`src/lag_autocorrelation_detector_defines.svh`:
```
// ----------------------------------------------------------------------------
// Lag autocorrelation detector assertion macros
// Concurrent check helpers; compiled out when SYNTH is defined.
// ----------------------------------------------------------------------------
`ifndef LAG_AUTOCORRELATION_DETECTOR_DEFINES_SVH
`define LAG_AUTOCORRELATION_DETECTOR_DEFINES_SVH

`ifndef SYNTH
// same-cycle implication
`define LAD_ASSERT_IMPL(lbl, clk, rst, ante, cons) \
   lbl: assert property (@(posedge clk) disable iff (rst) (ante) |-> (cons)) \
      else $error("assertion failed");
// next-cycle implication
`define LAD_ASSERT_NEXT(lbl, clk, rst, ante, cons) \
   lbl: assert property (@(posedge clk) disable iff (rst) (ante) |=> (cons)) \
      else $error("assertion failed");
`else
`define LAD_ASSERT_IMPL(lbl, clk, rst, ante, cons)
`define LAD_ASSERT_NEXT(lbl, clk, rst, ante, cons)
`endif

`endif

```
`src/lad_pkg.sv`:
```
// ----------------------------------------------------------------------------
// Lag autocorrelation detector package
// Shared constants, register codes, command/status types and helpers.
// ----------------------------------------------------------------------------
`default_nettype none
package lad_pkg;

   localparam int MAX_LAG      = 4096;
   localparam int LAG_AW       = $clog2(MAX_LAG);
   localparam int MAX_PRODUCTS = 1048576;

   // register indexes
   localparam logic [2:0] REG_LAG     = 3'd0;
   localparam logic [2:0] REG_COUNT   = 3'd1;
   localparam logic [2:0] REG_SETTLE  = 3'd2;
   localparam logic [2:0] REG_MIN_MAG = 3'd3;
   localparam logic [2:0] REG_MODE    = 3'd4;

   // normalization modes
   localparam logic [1:0] MODE_ABS_TOTAL  = 2'd0;
   localparam logic [1:0] MODE_ABS_PARTS  = 2'd1;
   localparam logic [1:0] MODE_ABS_MAGSUM = 2'd2;
   localparam logic [1:0] MODE_RE_MAGSUM  = 2'd3;

   typedef struct packed {
      logic [12:0] lag;
      logic [20:0] count;
      logic [23:0] settle;
      logic [15:0] min_mag;
      logic [1:0]  mode;
   } cfg_type;

   typedef struct packed {
      logic load;
      logic restart;
      logic settle_dec;
      logic mem_access;
      logic warm_inc;
      logic mul1;
      logic mul2;
      logic cmp;
      logic sqrt_step;
      logic acc;
      logic eload;
      logic shift_step;
      logic emul;
      logic eadd;
      logic escale;
      logic div_step;
      logic out_load;
   } cmd_type;

   typedef struct packed {
      logic restart;
      logic finished;
      logic settling;
      logic warmup;
      logic pass;
      logic last;
      logic shift_done;
      logic sqrt_done;
      logic den_zero;
      logic div_done;
      logic out_free;
   } status_type;

   function automatic logic [12:0] eff_lag(input logic [12:0] lag);
      logic [12:0] r;
      if (lag == 13'd0) r = 13'd1;
      else if (lag > 13'(MAX_LAG)) r = 13'(MAX_LAG);
      else r = lag;
      return r;
   endfunction

   function automatic logic [20:0] eff_count(input logic [20:0] cnt);
      logic [20:0] r;
      if (cnt > 21'(MAX_PRODUCTS)) r = 21'(MAX_PRODUCTS);
      else r = cnt;
      return r;
   endfunction

endpackage
`default_nettype wire

```
`src/lad_ctrl.sv`:
```
// ----------------------------------------------------------------------------
// Lag autocorrelation detector controller
// Sequences one item at a time through the datapath.
// ----------------------------------------------------------------------------
`default_nettype none
module lad_ctrl (
   input  wire                 clock,
   input  wire                 reset,
   input  wire                 req_tvalid,
   output logic                req_tready,
   input  lad_pkg::status_type status,
   output lad_pkg::cmd_type    cmd
);
   import lad_pkg::*;

   localparam logic [3:0] S_IDLE   = 4'd0;
   localparam logic [3:0] S_DECODE = 4'd1;
   localparam logic [3:0] S_MUL1   = 4'd2;
   localparam logic [3:0] S_MUL2   = 4'd3;
   localparam logic [3:0] S_CMP    = 4'd4;
   localparam logic [3:0] S_SQRT   = 4'd5;
   localparam logic [3:0] S_ACC    = 4'd6;
   localparam logic [3:0] S_ELOAD  = 4'd7;
   localparam logic [3:0] S_SHIFT  = 4'd8;
   localparam logic [3:0] S_EMUL   = 4'd9;
   localparam logic [3:0] S_EADD   = 4'd10;
   localparam logic [3:0] S_ESQRT  = 4'd11;
   localparam logic [3:0] S_ESCALE = 4'd12;
   localparam logic [3:0] S_DIV    = 4'd13;
   localparam logic [3:0] S_OUT    = 4'd14;

   logic [3:0] state_ff, state_in;

   always_ff @(posedge clock) begin
      if (reset) begin
         state_ff <= S_IDLE;
      end else begin
         state_ff <= state_in;
      end
   end

   always_comb begin
      state_in   = state_ff;
      cmd        = '0;
      req_tready = 1'b0;
      unique case (state_ff)
         S_IDLE: begin
            req_tready = 1'b1;
            if (req_tvalid) begin
               cmd.load = 1'b1;
               state_in = S_DECODE;
            end
         end
         S_DECODE: begin
            state_in = S_IDLE;
            if (status.restart) begin
               cmd.restart = 1'b1;
            end else if (status.finished) begin
               state_in = S_IDLE;
            end else if (status.settling) begin
               cmd.settle_dec = 1'b1;
            end else begin
               cmd.mem_access = 1'b1;
               if (status.warmup) begin
                  cmd.warm_inc = 1'b1;
               end else begin
                  state_in = S_MUL1;
               end
            end
         end
         S_MUL1: begin
            cmd.mul1 = 1'b1;
            state_in = S_MUL2;
         end
         S_MUL2: begin
            cmd.mul2 = 1'b1;
            state_in = S_CMP;
         end
         S_CMP: begin
            cmd.cmp  = 1'b1;
            state_in = S_SQRT;
         end
         S_SQRT: begin
            if (status.sqrt_done || !status.pass) begin
               state_in = S_ACC;
            end else begin
               cmd.sqrt_step = 1'b1;
            end
         end
         S_ACC: begin
            cmd.acc  = 1'b1;
            state_in = status.last ? S_ELOAD : S_IDLE;
         end
         S_ELOAD: begin
            cmd.eload = 1'b1;
            state_in  = S_SHIFT;
         end
         S_SHIFT: begin
            if (status.shift_done) begin
               state_in = S_EMUL;
            end else begin
               cmd.shift_step = 1'b1;
            end
         end
         S_EMUL: begin
            cmd.emul = 1'b1;
            state_in = S_EADD;
         end
         S_EADD: begin
            cmd.eadd = 1'b1;
            state_in = S_ESQRT;
         end
         S_ESQRT: begin
            if (status.sqrt_done) begin
               state_in = S_ESCALE;
            end else begin
               cmd.sqrt_step = 1'b1;
            end
         end
         S_ESCALE: begin
            cmd.escale = 1'b1;
            state_in   = S_DIV;
         end
         S_DIV: begin
            if (status.den_zero || status.div_done) begin
               state_in = S_OUT;
            end else begin
               cmd.div_step = 1'b1;
            end
         end
         S_OUT: begin
            if (status.out_free) begin
               cmd.out_load = 1'b1;
               state_in     = S_IDLE;
            end
         end
         default: begin
            state_in = S_IDLE;
         end
      endcase
   end

endmodule
`default_nettype wire

```
`config.mk`:
```
export PLATFORM = sky130hd
export DESIGN_NAME = lad_ctrl
export DESIGN_NICKNAME = d
export VERILOG_FILES = /design/src/lag_autocorrelation_detector_defines.svh /design/src/lad_pkg.sv /design/src/lad_ctrl.sv
export SDC_FILE = /design/constraint.sdc
export NUM_CORES = 1
export LEC_CHECK = 0
export ABC_AREA = 1
export BUFFER_PORTS_ARGS = -buffer_cell sky130_fd_sc_hd__buf_2
export CAP_MARGIN = 20
export CORE_UTILIZATION = 30
export CTS_CLUSTER_DIAMETER = 30
export DETAILED_ROUTE_END_ITERATION = 12
export MAX_ROUTING_LAYER = met4
export PLACE_DENSITY_LB_ADDON = 0.2
export REMOVE_ABC_BUFFERS = 1
export SLEW_MARGIN = 30
export SYNTH_ARGS = -nofsm -noshare
export SYNTH_HDL_FRONTEND = slang
export SYNTH_SLANG_ARGS = --single-unit
```
`constraint.sdc`:
```
create_clock -name clock -period 1.6 [get_ports clock]
set_clock_uncertainty 0.2 [all_clocks]
set_input_delay 0.24 -clock clock [delete_from_list [all_inputs] [get_ports clock]]
set_output_delay 0.24 -clock clock [all_outputs]
set_load 0.02 [all_outputs]
```
=== Yosys cells after proc, flatten, opt, wreduce, memory -nomap -nowiden ===
Index checks and enable logic that the tools add are counted.

* Flip-flop bits (word level): 4
* Latch bits: 0
* Bits in writable memories: 0
* Memory bits (read-only): 0
* Input port bits: 14
* Output and inout port bits: 18
* Word-level logic and storage cells: 65
* Memories kept: 0

* Add/subtract/negate cells: 0
* Multiply operators: 0
* Div/mod/pow operators: 0
* Magnitude comparators: 0
* Equality and inequality tests: 20
* Shifts and indexed selects: 0
* Muxes and demuxes: 39
* Bitwise gates (word level): 0
* Reductions and logical operators: 5

{| class="wikitable"
|+ Operators by type and width
! cell !! count
|-
| case mux 4 bit (15 select lines) || 1
|-
| two-way mux 4 bit || 10
|-
| equality test 4 bit (second input constant) || 7
|-
| two-way mux 1 bit || 22
|-
| equality test 4 x 3 -> 1 bit (second input constant) || 4
|-
| != test 2 bit (second input constant) || 6
|-
| two-way mux 3 bit || 3
|-
| equality test 4 x 2 -> 1 bit (second input constant) || 2
|-
| AND reduction 6 bit || 1
|-
| equality test 4 x 1 -> 1 bit (second input constant) || 1
|-
| zero test 4 bit || 1
|-
| two-way mux 2 bit || 2
|-
| logical OR 1 bit || 2
|-
| case mux 1 bit (2 select lines) || 1
|-
| zero test 1 bit || 1
|}

=== Depth between registers and ports, before layout ===
* Depth after elaboration: 5
* Depth in mapped cells: 8
* Gate-level depth less buffers: 8

=== Least setup slack after synthesis ===
No wires, ideal clock.

* Path kind: register to output
* Start: register state_ff[0]
* End: output cmd[14] in the netlist's numbering
* Arrival: 1.282 ns
* Required time: 1.160 ns
* Setup slack: -0.122 ns
* Stages on the path, launching flop included: 7
* Buffers on the path: 0
* Cell sequence: dfxtp_1 inv_1 nor2_1 inv_1 nor2_1 inv_1 nor3_1

{| class="wikitable"
|+ RTL lines
! item !! line !! text
|-
| start, declared || lad_ctrl.sv:32 || <nowiki>logic [3:0] state_ff, state_in;</nowiki>
|-
| start signal, assigned || lad_ctrl.sv:38 || <nowiki>state_ff <= state_in;</nowiki>
|-
| end, declared || lad_ctrl.sv:12 || <nowiki>output lad_pkg::cmd_type cmd</nowiki>
|}

==> flow_results.org <==
** Power and ir drop
- Psw :: 144 uW
- Sequential share of power :: 0.251
- VDD IR max :: roughly 0.34 mV
- Fraction of power consumed by the clock network :: 0.321
- Summed over all cells, the static leakage comes to 0.552 nW.
- The internal portion of the total power is 270 uW.
- Of the total power, combinational logic draws 0.428.
- Switching fraction of total power :: 0.349
- PwrDens :: 402 nW/um2

** Setup path
- The largest single stage delay on the critical path is 0.35 ns.
- The slowest stage of the critical path is the sky130_fd_sc_hd__dfxtp_2 cell.
- Crit path depth :: 6
- Register-to-register setup slack :: 0.02 ns
- The most critical setup path has its startpoint at state_ff[0].
- STA classifies the critical path startpoint as a flip-flop.
- Crit path top cell by count :: sky130_fd_sc_hd__buf_6
- Data on the critical path arrives at its endpoint at 1.27 ns.
- Endpoint required time on the critical path :: 1.16 ns
- Worst R2R Path Depth :: 10
- The number of buffers and inverters on the critical path is 3.
- Cell Chain, Critical Path :: buf_6, nand2_2, inv_2, nand2_1, o21ai_2, buf_6
- Crit path capture type :: output pin
- Grouping stages by cell kind, the critical path spends the most delay in flip-flops.
- By startpoint and endpoint, the worst setup path is classified as flip-flop to output pin.
- Source of the worst register-to-register timing path :: state_ff[0]
- The worst register-to-register path ends at state_ff[1].
- Largest fanout of any net on the critical path :: 3
- Crit path to :: cmd[8]

** Placed design
- Summed over all nets, the half-perimeter wirelength after detailed placement is 1090 um.
- Placed instance area :: 666 um2
- After detailed placement, the design holds a cell count of between 100 and 150.
- Routability-driven placement finished with a final weighted congestion of between 0.8 and 0.9.
- Buffers placed on the I/O ports in this run total 31.

** Synthesis
- After synthesis the cells add up to roughly 450 um2.
- Post-synthesis sequential element count :: 4
- sky130_fd_sc_hd__inv_1 takes more of the synthesized area than any other cell.
- Register area share after synthesis :: 0.176
- Post-synth top area share :: 0.215
- Gate Count Post-Synth :: 94
- The average instance in the mapped netlist occupies 4.83 um2.
- Top post-synthesis cells by area :: sky130_fd_sc_hd__inv_1, sky130_fd_sc_hd__nor2_1, sky130_fd_sc_hd__dfxtp_1
- The Yosys step of the flow raised 0 warnings.
- In this run, distinct cell masters in the synthesized netlist total 12.

** Timing
- Derived from the worst setup path, the maximum achievable clock frequency is 586 MHz.
- Min Clock Period, post-route :: 1.71 ns
- Worst Slack Setup Final :: -0.106 ns
- Transition time at the pin with the least slew margin :: 0.220 ns
- Final hold violation count :: 0
- Measured against its own limit, the worst slew margin works out to 0.853.
- The count of final max-slew check failures came to 0.
- Tcrit/Tclk final :: 1.07
- Sum of negative setup slack :: -0.538 ns
- Setup violations, final :: 13
- Setup repair after global routing could not meet its margin everywhere.

** Die
- Die Span Y :: 40.9 um
- The floorplan step defined a core boundary enclosing 1350 um2.
- Cell Rows :: 13
- Die Wd :: a little over 40 um
- Total die area :: 1670 um2
- Starting density of the core :: 0.336
- In this run the count of I/O pins placed on the die edge is 32.

** Drt
- Post-DR wirelength/cell :: about 12 um
- Via Count :: 757
- DRC marker count from the first detailed-route iteration :: 3
- Once detail routing completed, the nets flagged for antenna violations numbered 0.
- After detailed routing, the total wire length is 1900 um.
- Before antenna repair, the detailed router went through 4 iterations.
- Via count normalized by instance count :: 4.76
- After detailed routing, the number of remaining DRC violations is 0.

** Outcome
- The run finished, with violations left.
- The final reports fail on setup timing.

** Layout
- Count of placed standard cells in the final layout, fillers left out :: 159
- From synthesis to final layout, the design area changed by 127%.
- Register containing the most flip-flops in the final layout :: state_ff
- For this run, the post-layout net count is 160.
- Commonest cells after routing, fill and taps aside :: sky130_fd_sc_hd__buf_4, sky130_fd_sc_hd__nand2_1, sky130_fd_sc_hd__buf_2, sky130_fd_sc_hd__buf_6, sky130_fd_sc_hd__inv_1
- Leaving out fill and tap cells, the most frequent cell in the layout is sky130_fd_sc_hd__buf_4.
- With fillers left out, the area of the finished cells amounts to 1030 um2.
- Count of inserted antenna diode cells :: 0
- Fill cells :: 97
- The largest registers in the layout are state_ff: 4 flops.
- Share of layout cells above drive strength 1 :: 0.639
- Flip-flop count of the largest register, all copies and words added :: 4

** GRT
- For this run, the total global-route usage over all layers was measured as 0.205.
- Global-route wire length before repair :: 2210 um
- Global routing finished with a remaining overflow of 0.
- The number of global-route vias before repair was 577.
- Pin count of the biggest net entering global routing :: 8
- Antenna violations before repair :: 0

** CTS
- The cell sitting at the root of the clock tree is a sky130_fd_sc_hd__clkbuf_4.
- CTS saw 4 sinks.
- The clock passes through at most 2 buffers.
- The number of clock buffers added by TritonCTS is 3.
- The clock reaches the later pin of the worst-skew pair after 0.24 ns.
- TritonCTS built the clock tree.
- CTS built an H-tree with a depth of 1.
- After clock tree synthesis, the clock-pin slew on the worst setup and hold paths is about 0.040 ns.

** Min path
- Class of the worst hold path :: input port to flip-flop

** Flow run
- Max Cap Violations :: 0
[synthesized netlist by cell type]
cell                       count
sky130_fd_sc_hd__a21oi_1       3
sky130_fd_sc_hd__o21bai_1      2
sky130_fd_sc_hd__nor3_1        3
sky130_fd_sc_hd__nand2_1      19
sky130_fd_sc_hd__o21ai_2       1
sky130_fd_sc_hd__dfxtp_1       4
sky130_fd_sc_hd__o21ai_0       1
sky130_fd_sc_hd__inv_2         1
sky130_fd_sc_hd__nor2_1       23
sky130_fd_sc_hd__nand3_1      10
sky130_fd_sc_hd__nand2_2       1
sky130_fd_sc_hd__inv_1        26
[logic make-up after synthesis]
family / after synthesis / synth area share
AOI/OAI and AO/OA: 7 / 0.0964
buffers and inverters: 27 / 0.223
DFF: 4 / 0.176
and+or+nand+nor: 56 / 0.504
[how the worst min path moves through the flow]
stage | from | to | slack (ns) | cells past startpoint
3_5_place_dp | reset | state_ff[0] | 0.25 | 2
6_report | status[5] | state_ff[0] | 0.25 | 5
2_1_floorplan | reset | state_ff[0] | 0.11 | 1
4_1_cts | status[5] | state_ff[0] | 0.25 | 5
3_3_place_gp | reset | state_ff[1] | 0.24 | 2
5_1_grt | status[5] | state_ff[2] | 0.27 | 5
[power by group through the flow]
stage	clock network, mW	registers [mW]	logic, mW
after floorplan	0	0.108	0.0556
after global placement	0	0.108	0.0990
after detailed placement	0	0.108	0.0990
after CTS	0.132	0.103	0.131
after global routing	0.149	0.104	0.191
final	0.133	0.104	0.177
[area by class of cell]
| type | count | area [um2] | share of cell area |
|---|---|---|---|
| inverter | 27 | 109 | 0.106 |
| clock buffer | 3 | 22.5 | 0.0219 |
| multi-input combinational | 63 | 414 | 0.402 |
| tap | 15 | 18.8 | 0.0182 |
| timing repair buffer | 47 | 373 | 0.362 |
| sequential | 4 | 92.6 | 0.0899 |
[stage by stage]
stage | util | hold slack [ns] | power [mW] | setup slack (ns)
global placement | 0.493 | 0.244 | 0.207 | 0.0209
finish | 0.763 | 0.245 | 0.414 | -0.106
floorplan | - | 0.109 | 0.164 | -0.122
global route | 0.763 | 0.272 | 0.444 | -0.165
CTS | 0.635 | 0.248 | 0.366 | -0.105
detailed placement | 0.493 | 0.246 | 0.207 | 0.0339
[worst min-delay path, stage by stage]
cell and delay, ns:
sky130_fd_sc_hd__buf_2 0.10, sky130_fd_sc_hd__nand3_1 0.11, sky130_fd_sc_hd__nand2_1 0.06, sky130_fd_sc_hd__nand3_1 0.09, sky130_fd_sc_hd__a21oi_2 0.05
[per-layer routing]
| metal | vias up | global-route usage | wire length (um) |
|---|---|---|---|
| met5 | - | - | 0 |
| met4 | 0 | 0.0750 | 67 |
| met3 | 8 | 0.0163 | 97 |
| met2 | 29 | 0.379 | 1010 |
| met1 | 336 | 0.223 | 721 |
| li1 | 384 | - | - |
[repair_timing]
item,CTS,global route
setup buffers,8,4
resized for setup,40,50
hold buffers,1,0
pin swaps,8,7
endpoints found under the setup margin,18,22
hold endpoints to repair,3,0
Power figures use the tool's default switching activity.
